**config.mk**
```make
export PLATFORM = sky130hd
export DESIGN_NAME = sliding_window_median
export DESIGN_NICKNAME = d
export VERILOG_FILES = /design/src/design/swm_pkg.sv /design/src/design/sliding_window_median.sv /design/src/design/swm_cell.sv
export SDC_FILE = /design/constraint.sdc
export NUM_CORES = 2
export LEC_CHECK = 0
export BUFFER_PORTS_ARGS = -buffer_cell sky130_fd_sc_hd__buf_4
export CORE_MARGIN = 2
export CORE_UTILIZATION = 55
export CTS_BUF_LIST = sky130_fd_sc_hd__clkbuf_16
export DETAILED_ROUTE_END_ITERATION = 10
export PLACE_DENSITY = 0.71
export SLEW_MARGIN = 20
export SYNTH_ARGS = -nofsm -noshare
export SYNTH_HDL_FRONTEND = slang
export SYNTH_SLANG_ARGS = --single-unit
export TNS_END_PERCENT = 5
```
**constraint.sdc**
```tcl
create_clock -name clock -period 17.2 [get_ports clock]
set_clock_uncertainty 0.05 [all_clocks]
set_input_delay 4.3 -clock clock [delete_from_list [all_inputs] [get_ports clock]]
set_output_delay 4.3 -clock clock [all_outputs]
set_load 0.05 [all_outputs]
```
**src/design/swm_pkg.sv**
```systemverilog
// Shared types and constants for the sliding window median filter.
package swm_pkg;

   // Field widths fixed by the interface
   localparam int SAMPLE_W = 32;
   localparam int CFG_W    = 6;

   // Default depth of the cell row and reset value of the window register
   localparam int               MAX_WINDOW_DEF = 32;
   localparam logic [CFG_W-1:0] WINDOW_RESET   = 6'd3;

   // Per-cell status handed to both neighbors
   typedef struct packed {
      logic surv;   // cell holds a live entry that stays in the window
      logic le;     // live entry orders at or below the incoming sample
      logic d_pre;  // the evicted entry sits in some cell before this one
      logic del;    // this cell holds the entry being evicted
   } cell_flags_type;

endpackage

```
**src/design/sliding_window_median.sv**
```systemverilog
// Top level of the sliding window median filter: cell row, fill control and result register.
//
// Takes one signed sample per clock into a row of MAX_WINDOW cells that keep the window
// sorted; each cell tracks the age of its sample, so eviction of the oldest and insertion of
// the new one happen together on the accepting edge. Once the window holds window_size samples,
// each beat produces the lower median on rsp_: the row updates at the accepting edge, and the
// median select loads the output register once that register is free. Sustained rate is
// one sample per clock; req_ready drops only while a result
// waits for its turn behind a stalled output register. Writing window_size (0 acts as 1,
// values above MAX_WINDOW saturate) restarts the sequence. No clearing pass is needed
// after reset.
module sliding_window_median import swm_pkg::*; #(
   parameter int MAX_WINDOW = MAX_WINDOW_DEF
) (
   input  logic                       clock,
   input  logic                       reset,
   input  logic                       req_valid,
   output logic                       req_ready,
   input  logic signed [SAMPLE_W-1:0] req_sample,
   output logic                       rsp_valid,
   input  logic                       rsp_ready,
   output logic signed [SAMPLE_W-1:0] rsp_median,
   input  logic                       csr_valid,
   output logic                       csr_ready,
   input  logic [CFG_W-1:0]           csr_window_size
);

   localparam int CNT_W = $clog2(MAX_WINDOW + 1);
   localparam int AGE_W = (MAX_WINDOW > 1) ? $clog2(MAX_WINDOW) : 1;

   logic [CFG_W-1:0]           win_ff;
   logic [CNT_W-1:0]           fill_ff, fill_in;
   logic                       pend_ff, pend_in;
   logic                       rsp_valid_ff;
   logic signed [SAMPLE_W-1:0] rsp_median_ff;
   logic [AGE_W-1:0]           mid_ff;
   logic [CNT_W-1:0]           w_eff;
   logic [CNT_W-1:0]           wlast;
   logic                       accept;
   logic                       move_ok;
   logic                       emit;

   logic signed [SAMPLE_W-1:0] cell_value [MAX_WINDOW];
   logic [AGE_W-1:0]           cell_age   [MAX_WINDOW];
   cell_flags_type             cell_flags [MAX_WINDOW];

   // Effective window length
   always_comb begin
      if (win_ff == '0) begin
         w_eff = CNT_W'(1);
      end else if (32'(win_ff) > 32'(MAX_WINDOW)) begin
         w_eff = CNT_W'(MAX_WINDOW);
      end else begin
         w_eff = CNT_W'(win_ff);
      end
      wlast = w_eff - 1'b1;
   end

   // Handshakes
   assign move_ok   = !rsp_valid_ff || rsp_ready;
   assign req_ready = !pend_ff || move_ok;
   assign accept    = req_valid && req_ready;
   assign csr_ready = 1'b1;
   assign emit      = ({1'b0, fill_ff} + 1'b1) >= {1'b0, w_eff};

   // Fill count and pending result
   always_comb begin
      fill_in = fill_ff;
      if (accept && (fill_ff < w_eff)) begin
         fill_in = fill_ff + 1'b1;
      end
      if (accept) begin
         pend_in = emit;
      end else if (move_ok) begin
         pend_in = 1'b0;
      end else begin
         pend_in = pend_ff;
      end
   end

   always_ff @(posedge clock) begin
      if (reset) begin
         win_ff       <= WINDOW_RESET;
         fill_ff      <= '0;
         pend_ff      <= 1'b0;
         rsp_valid_ff <= 1'b0;
      end else begin
         if (csr_valid) begin
            win_ff  <= csr_window_size;
            fill_ff <= '0;
         end else begin
            fill_ff <= fill_in;
         end
         pend_ff <= pend_in;
         if (pend_ff && move_ok) begin
            rsp_valid_ff <= 1'b1;
         end else if (rsp_ready) begin
            rsp_valid_ff <= 1'b0;
         end
      end
   end

   // Median index and result register
   always_ff @(posedge clock) begin
      mid_ff <= AGE_W'(wlast >> 1);
      if (pend_ff && move_ok) begin
         rsp_median_ff <= cell_value[mid_ff];
      end
   end

   assign rsp_valid  = rsp_valid_ff;
   assign rsp_median = rsp_median_ff;

   // Row of sorted cells
   for (genvar i = 0; i < MAX_WINDOW; i++) begin : g_cell
      logic signed [SAMPLE_W-1:0] lv, rv;
      logic [AGE_W-1:0]           la, ra;
      cell_flags_type             lf, rf;

      if (i == 0) begin : g_first
         assign lv = '0;
         assign la = '0;
         assign lf = '0;
      end else begin : g_mid_l
         assign lv = cell_value[i-1];
         assign la = cell_age[i-1];
         assign lf = cell_flags[i-1];
      end

      if (i == MAX_WINDOW - 1) begin : g_last
         assign rv = '0;
         assign ra = '0;
         assign rf = '0;
      end else begin : g_mid_r
         assign rv = cell_value[i+1];
         assign ra = cell_age[i+1];
         assign rf = cell_flags[i+1];
      end

      swm_cell #(
         .MAX_WINDOW (MAX_WINDOW),
         .IDX        (i),
         .CNT_W      (CNT_W),
         .AGE_W      (AGE_W)
      ) u_cell (
         .clock          (clock),
         .go             (accept),
         .sample_in      (req_sample),
         .fill_in        (fill_ff),
         .wlast_in       (wlast),
         .left_value_in  (lv),
         .left_age_in    (la),
         .left_flags_in  (lf),
         .right_value_in (rv),
         .right_age_in   (ra),
         .right_flags_in (rf),
         .value_out      (cell_value[i]),
         .age_out        (cell_age[i]),
         .flags_out      (cell_flags[i])
      );
   end

endmodule

```
**src/design/swm_cell.sv**
```systemverilog
// One cell of the sorted row: holds a sample and its age, moves by at most one place on each beat.
module swm_cell import swm_pkg::*; #(
   parameter int MAX_WINDOW = MAX_WINDOW_DEF,
   parameter int IDX        = 0,
   parameter int CNT_W      = $clog2(MAX_WINDOW + 1),
   parameter int AGE_W      = (MAX_WINDOW > 1) ? $clog2(MAX_WINDOW) : 1
) (
   input  logic                       clock,
   input  logic                       go,
   input  logic signed [SAMPLE_W-1:0] sample_in,
   input  logic [CNT_W-1:0]           fill_in,
   input  logic [CNT_W-1:0]           wlast_in,
   input  logic signed [SAMPLE_W-1:0] left_value_in,
   input  logic [AGE_W-1:0]           left_age_in,
   input  cell_flags_type             left_flags_in,
   input  logic signed [SAMPLE_W-1:0] right_value_in,
   input  logic [AGE_W-1:0]           right_age_in,
   input  cell_flags_type             right_flags_in,
   output logic signed [SAMPLE_W-1:0] value_out,
   output logic [AGE_W-1:0]           age_out,
   output cell_flags_type             flags_out
);

   logic signed [SAMPLE_W-1:0] value_ff, value_in;
   logic [AGE_W-1:0]           age_ff, age_in;
   logic                       valid;
   logic                       del;
   logic                       d_pre;
   logic                       le;
   logic                       from_left, from_right, stay;

   // Status of this cell against the incoming sample
   always_comb begin
      valid = (CNT_W'(IDX) < fill_in);
      del   = valid && (CNT_W'(age_ff) == wlast_in);
      d_pre = left_flags_in.d_pre | left_flags_in.del;
      le    = valid && !del && (value_ff <= sample_in);
      flags_out.surv  = valid && !del;
      flags_out.le    = le;
      flags_out.d_pre = d_pre;
      flags_out.del   = del;
   end

   // Survivor moves right if above sample and before eviction, left if not above and after it
   always_comb begin
      from_left  = left_flags_in.surv && !left_flags_in.le && !left_flags_in.d_pre;
      from_right = right_flags_in.surv && right_flags_in.le && right_flags_in.d_pre;
      stay       = valid && !del && (le ^ d_pre);
      if (from_left) begin
         value_in = left_value_in;
         age_in   = left_age_in + 1'b1;
      end else if (from_right) begin
         value_in = right_value_in;
         age_in   = right_age_in + 1'b1;
      end else if (stay) begin
         value_in = value_ff;
         age_in   = age_ff + 1'b1;
      end else begin
         value_in = sample_in;
         age_in   = '0;
      end
   end

   always_ff @(posedge clock) begin
      if (go) begin
         value_ff <= value_in;
         age_ff   <= age_in;
      end
   end

   assign value_out = value_ff;
   assign age_out   = age_ff;

endmodule

```
* Word-level counts from Yosys, hierarchy flattened
Index checks and enable logic that the tools add are counted.
** Word-level totals
- Logic and storage cells :: 882
- Bits in registers :: 1235
- Input port bits :: 43
- Output and inout bits :: 35
** Operators by class
- Muxes and demuxes :: 197
- Add/subtract/negate cells :: 35
- Bitwise logic cells :: 62
- Reduce and logical (&&, ||, !) cells :: 386
- Magnitude comparators :: 68
- Equality and inequality tests :: 64
** Operators with widths (count)
- 32-bit 2-to-1 mux :: 96
- 32-bit <= comparator :: 32
- 5-bit 2-to-1 mux :: 94
- 1-bit logical AND :: 254
- 5-bit by 6-bit equality test with 1-bit output :: 32
- 5-bit by 1-bit adder with 5-bit output (second input constant) :: 32
- 32-bit binary-select mux with 5-bit select :: 1
- 5-bit by 6-bit less-than comparator with 1-bit output (first input constant) :: 16
- 1-bit logical NOT :: 94
- 3-bit by 1-bit != test with 1-bit output (second input constant) :: 30
- 2-bit AND reduction :: 32
- 4-bit by 6-bit less-than comparator with 1-bit output (first input constant) :: 8
- 1-bit XOR :: 31
- 1-bit bitwise OR :: 30
- 3-bit by 6-bit less-than comparator with 1-bit output (first input constant) :: 4
- 1-bit by 6-bit less-than comparator with 1-bit output (first input constant) :: 2
- 2-bit by 6-bit less-than comparator with 1-bit output (first input constant) :: 2
- 6-bit 2-to-1 mux :: 2
- 6-bit by 1-bit adder with 7-bit output (second input constant) :: 1
- 7-bit by 6-bit greater-or-equal comparator with 1-bit output :: 1
- 6-bit by 1-bit adder with 6-bit output (second input constant) :: 1
- 6-bit greater-or-equal comparator (second input constant) :: 1
- 6-bit greater-than comparator (second input constant) :: 1
- 6-bit logical NOT :: 1
- other kinds (8) :: 14

* Logic depth before layout (Yosys ltp)
- Depth in word-level cells :: 40
- Gate-level depth with buffers :: 26
- Depth with buffers taken out :: 16

* By module
From an unflattened synthesis, not the netlist that was laid out.
** Unflattened totals
- Cell total of the unflattened synthesis :: 11740
- Area total of the unflattened synthesis :: 109239.8 µm²
** By module, submodules not included
- sliding_window_median :: cells an instance 1309, sequential area each 1341.3 µm², instances 1, area each 10966.8 µm²
- swm_cell at g_cell[16].u_cell ... :: cells an instance 314, sequential area each 1111.1 µm², instances 3, area each 2982.9 µm²
- swm_cell at g_cell[14].u_cell ... :: cells an instance 338, sequential area each 1111.1 µm², instances 2, area each 3154.3 µm²
- swm_cell at g_cell[0].u_cell ... :: cells an instance 334, sequential area each 1111.1 µm², instances 2, area each 3134.3 µm²
- swm_cell at g_cell[13].u_cell ... :: cells an instance 334, sequential area each 1111.1 µm², instances 2, area each 3124.2 µm²
- swm_cell at g_cell[27].u_cell ... :: cells an instance 334, sequential area each 1111.1 µm², instances 2, area each 3121.7 µm²
- swm_cell at g_cell[12].u_cell :: cells an instance 338, sequential area each 1111.1 µm², instances 1, area each 3155.5 µm²
- swm_cell at g_cell[29].u_cell :: cells an instance 335, sequential area each 1111.1 µm², instances 1, area each 3149.3 µm²
- swm_cell at g_cell[4].u_cell :: cells an instance 334, sequential area each 1111.1 µm², instances 1, area each 3140.5 µm²
- swm_cell at g_cell[6].u_cell :: cells an instance 334, sequential area each 1111.1 µm², instances 1, area each 3139.3 µm²
- swm_cell at g_cell[20].u_cell :: cells an instance 337, sequential area each 1111.1 µm², instances 1, area each 3135.5 µm²
- swm_cell at g_cell[22].u_cell :: cells an instance 335, sequential area each 1111.1 µm², instances 1, area each 3129.3 µm²
- swm_cell at g_cell[25].u_cell :: cells an instance 335, sequential area each 1111.1 µm², instances 1, area each 3128.0 µm²
- swm_cell at g_cell[19].u_cell :: cells an instance 335, sequential area each 1111.1 µm², instances 1, area each 3126.7 µm²
- 13 more rows

* Worst setup path before layout
Ideal clock, no wire load.
- Path kind :: in2reg
- Start :: in rsp_ready
- End :: reg g_cell[28].u_cell.value_ff[0] (enable)
- Buffers on the path :: 1
- Library setup time :: 0.392 ns
- Stages :: 6
- Setup slack :: 6.026 ns
- Required time :: 16.758 ns
- Arrival :: 10.732 ns
- Cell sequence :: nor2b_1 -> nand2_1 -> nand2_1 -> inv_1 -> clkbuf_1 -> and2_1
** Between the ends
- Word-level cells in the longest chain between the ends :: 4
** RTL lines
- start: declaration :: line sliding_window_median.sv:21 : input logic rsp_ready,
- 1-bit logical OR :: line sliding_window_median.sv:60 : assign move_ok = !rsp_valid_ff || rsp_ready;
- 1-bit logical OR :: line sliding_window_median.sv:61 : assign req_ready = !pend_ff || move_ok;
- named net req_ready :: line sliding_window_median.sv:18 : output logic req_ready,
- 1-bit logical AND :: line sliding_window_median.sv:62 : assign accept = req_valid && req_ready;
- named net accept :: line sliding_window_median.sv:39 : logic accept;
- 2-bit AND reduction (no source line)
- end signal: assignment :: line swm_cell.sv:66 : value_ff <= value_in;
- end: declaration :: line swm_cell.sv:24 : logic signed [SAMPLE_W-1:0] value_ff, value_in;
The timed path passes the listed nets, and every way through them passes these cells.
A chain may end at the register's enable or synchronous reset.

* Worst setup path after layout
- Start :: in req_sample[31]
- End :: reg g_cell[4].u_cell.value_ff[11] (enable)
** Between the ends
- Word-level cells in the longest chain between the ends :: 7
- Elaborated cells on any way between the ends :: 15
- Classes of those cells :: order compare (3); eq/ne (1); bitwise (1); reduce/logical (10)
** RTL lines
- start: declaration :: line sliding_window_median.sv:19 : input logic signed [SAMPLE_W-1:0] req_sample,
- 32-bit <= comparator :: line swm_cell.sv:37 : le = valid && !del && (value_ff <= sample_in);
- 1-bit logical AND :: line swm_cell.sv:37
- 1-bit logical NOT :: line swm_cell.sv:46 : from_left = left_flags_in.surv && !left_flags_in.le && !left_flags_in.d_pre;
- 1-bit logical AND (2 in a row) :: line swm_cell.sv:46
- 3-bit by 1-bit != test with 1-bit output (no source line) (*)
- 2-bit AND reduction (no source line) (*)
- end signal: assignment :: line swm_cell.sv:66
- end: declaration :: line swm_cell.sv:24
Every way passes the cells marked *; elsewhere a longest branch is shown, timed or not.

==> flow_summary.json <==
{
  "status": "completed",
  "synthDominantCellAreaShare_pct": 37.3,
  "cp.required_ns": 17.62,
  "ant_nets": 0,
  "detailedRoute.firstPassIterationCount": 8,
  "cts_tree": "done",
  "area_growth_pct": 7.52,
  "nNetsFinal": 10300,
  "layout-drive-gt1-share_pct": 10.9,
  "fmax_mhz": 100,
  "min_path_cells": 2,
  "path_clk_slew_ns": 0.05,
  "critPathLaunchType": "input pin",
  "portBuffers": 76,
  "crit_chain": "buf_4 > inv_1 > ha_1 > nand4_1 > nor4_2 > nand3_1 > o21ai_0 > a211oi_1 > a211oi_1 > nor3b_2 > buf_4 > nor4_2 > nor2_4",
  "drv_cap": 0,
  "r2r_slack_ns": 10.00,
  "worstPathMaxFanout": 38,
  "place_area_um2": 101000,
  "cts.sinks": 1235,
  "synth_area_um2": 97800,
  "yosys.cell_types.count": 111,
  "ios": 78,
  "ys_ff_latch": 1235,
  "design_area_um2": 105000,
  "yosysMostFrequentCell": "edfxtp_1",
  "end_kind": "register",
  "first_global_vias": 77900,
  "worstMarginPinSlew_ns": 1.26,
  "cpMaxStageDelayCell": "o21ai_0",
  "ctsHoldBuffers": 0,
  "criticalPathCategory": "in2reg",
  "critPathMaxStageDelay_ns": 1.01,
  "timing.final.crit_share_pct": 57.9,
  "clk_latency_ns": 0.84,
  "fin_crit_ns": 9.96,
  "synthFlopType": "edfxtp_1",
  "wl_per_cell_um": 27.8,
  "ys_warn_count": 0,
  "grt_pass1_wl_mm": 486,
  "ys_async_sr_fraction_pct": 0,
  "yosysSeqAreaShare_pct": 37.7,
  "hold_viol": 0,
  "gp_congestion": 0.985,
  "synth_edf_count": 1216,
  "relSlewSlack_pct": 15.4,
  "cts_buffer_depth": 3,
  "p_leak_uw": 0.0406,
  "via_per_inst": 6.76,
  "fp.dieArea_um2": 181000,
  "min_to": "rsp_valid$_SDFFE_PP0P_",
  "setup_violations": 0,
  "finalSetupTns_ns": 0,
  "vias": 78700,
  "cts-buffers-inserted": 151,
  "post_cts_buffers": 0,
  "rsz0062_at_grt": "false",
  "die-width_um": 426,
  "timing.hold.ws_ns": 0.473,
  "postSynthCellCount": 9361,
  "synth_fp_nets": 10500,
  "ctsResizeCount": 0,
  "worstPathArrival_ns": 10.38,
  "crit_family": "simple AND/OR/NAND/NOR gates",
  "rr_worst_depth": 15,
  "drc": 0,
  "core_um2": 176000,
  "drv_slew": 0,
  "rows": 154,
  "antenna_found_initial": 34,
  "yosysTopAreaCell": "edfxtp_1",
  "hold_path.class": "reg2reg",
  "drtIter0Drc": 8257,
  "start_util_pct": 55.4,
  "avgSynthCellArea_um2": 10.4,
  "r2r_start": "win_ff[5]$_SDFFE_PP0P_",
  "die_h_um": 426,
  "place_hpwl_mm": 246,
  "synth_area_leaders": "edfxtp_1 37%, ha_1 14%, mux2i_1 8.0%, mux4_2 7.4%, a21oi_1 5.0%",
  "root_buffer": "clkbuf_16",
  "critPathBufInv": 3,
  "hold_start": "pend_ff$_SDFFE_PP0P_",
  "ys_top_cells_by_count": "1216 x edfxtp_1, 1072 x ha_1, 976 x a21oi_1, 843 x nor2_1, 782 x mux2i_1",
  "vdd_ir_drop_max_mv": 0.113,
  "wl_mm": 324,
  "grt_overflow": 0,
  "r2r-end": "g_cell[20].u_cell.value_out[7]$_DFFE_PP_",
  "grt_max_degree": 96,
  "htree_levels": 4,
  "grtUsageTotal_pct": 35.3,
  "pwr_density_cell_nw_per_um2": 82.8
}
## worst min-delay path, stage by stage, from the launching register on
cell,delay (ns)
dfxtp_1,0.32
nor2_1,0.11
nor2_1,0.05
## state kept, by name, indices dropped and copies added, names as in the netlist
| name | cells |
|---|---|
| g_cell.u_cell.value_out | 1024 |
| g_cell.u_cell.age_out | 160 |
| rsp_median | 32 |
| fill_ff | 6 |
| win_ff | 6 |
| mid_ff | 5 |
| pend_ff | 1 |
| rsp_valid | 1 |
## worst max-delay path by stage
stage | start | end | slack [ns] | cells past startpoint
final | req_sample[31] | g_cell[4].u_cell.value_out[11]$_DFFE_PP_ | 7.24 | 13
after global placement | req_sample[25] | g_cell[4].u_cell.value_out[10]$_DFFE_PP_ | 5.72 | 14
after detailed placement | req_sample[25] | g_cell[4].u_cell.value_out[8]$_DFFE_PP_ | 6.10 | 14
after global routing | req_sample[31] | g_cell[4].u_cell.value_out[11]$_DFFE_PP_ | 7.20 | 13
after CTS | req_sample[25] | g_cell[4].u_cell.value_out[11]$_DFFE_PP_ | 6.95 | 14
after floorplan | rsp_ready | g_cell[28].u_cell.value_out[0]$_DFFE_PP_ | 6.03 | 6
## per-stage QoR
step	worst slack (ns)	instances	util (%)	power, uW
floorplan	6.03	9361	-	4920
global placement	5.72	11400	56.9	5550
detailed placement	6.10	11400	56.9	5620
CTS	6.95	11600	59.6	8680
global route	7.20	11600	59.6	8990
finish	7.24	11700	59.6	8710
## final cells by class
cell class / instances / area, um2
tap: 2340 / 2930
multi-input combinational: 7348 / 58100
clock buffer: 157 / 3930
inverter: 187 / 707
fill: 14800 / 71300
sequential: 1235 / 36900
antenna: 16 / 40.0
timing repair buffer: 253 / 1910
clock inverter: 114 / 683
## layer usage
layer | GRT usage [%] | vias up | wire (um)
li1 | - | 35500 | -
met5 | 0 | - | 11
met3 | 5.46 | 858 | 25600
met4 | 24.3 | 2 | 25500
met2 | 56.7 | 3719 | 151000
met1 | 43.8 | 38700 | 123000
## kinds of logic after synthesis
logic type               count (synthesis)  share of synthesized area (%)
AND/OR/NAND/NOR                       2434                           11.7
AO/OA/AOI/OAI                         2365                           14.4
flip-flops                            1235                           37.7
multiplexers                          1202                           16.5
adder cells (fa/ha/maj)               1072                           13.7
buffers and inverters                  778                           3.41
XOR/XNOR                               273                           2.56
other                                    2                        0.00768
## placed cells by master (no fill, tap or decap), drive strengths merged, types with 19 or more instances in the layout
| cell | count |
|---|---|
| o221ai | 106 |
| clkinv | 66 |
| mux2 | 100 |
| ha | 1072 |
| o21ai | 681 |
| xor2 | 125 |
| a31oi | 30 |
| a211oi | 57 |
| inv | 227 |
| a21o | 229 |
| nor4 | 38 |
| buf | 253 |
| nand2b | 71 |
| mux2i | 782 |
| and2 | 30 |
| nor3 | 87 |
| edfxtp | 1216 |
| mux4 | 320 |
| nand2 | 695 |
| or3 | 24 |
| dfxtp | 19 |
| o22ai | 22 |
| or2 | 28 |
| a221o | 28 |
| and4 | 33 |
| xnor2 | 142 |
| nand4 | 202 |
| and3 | 34 |
| nand3 | 197 |
| nor2 | 845 |
| o21a | 58 |
| a21oi | 977 |
| o211ai | 31 |
| clkbuf | 157 |
| nor2b | 84 |
## where the power goes
part           leakage [uW]  internal (uW)  switching [uW]
logic                0.0261            772            1110
clock network       0.00241           1730            1360
registers            0.0121           3510             221
total                0.0406           6020            2690
Note: power is estimated with default switching activity, not from simulation.
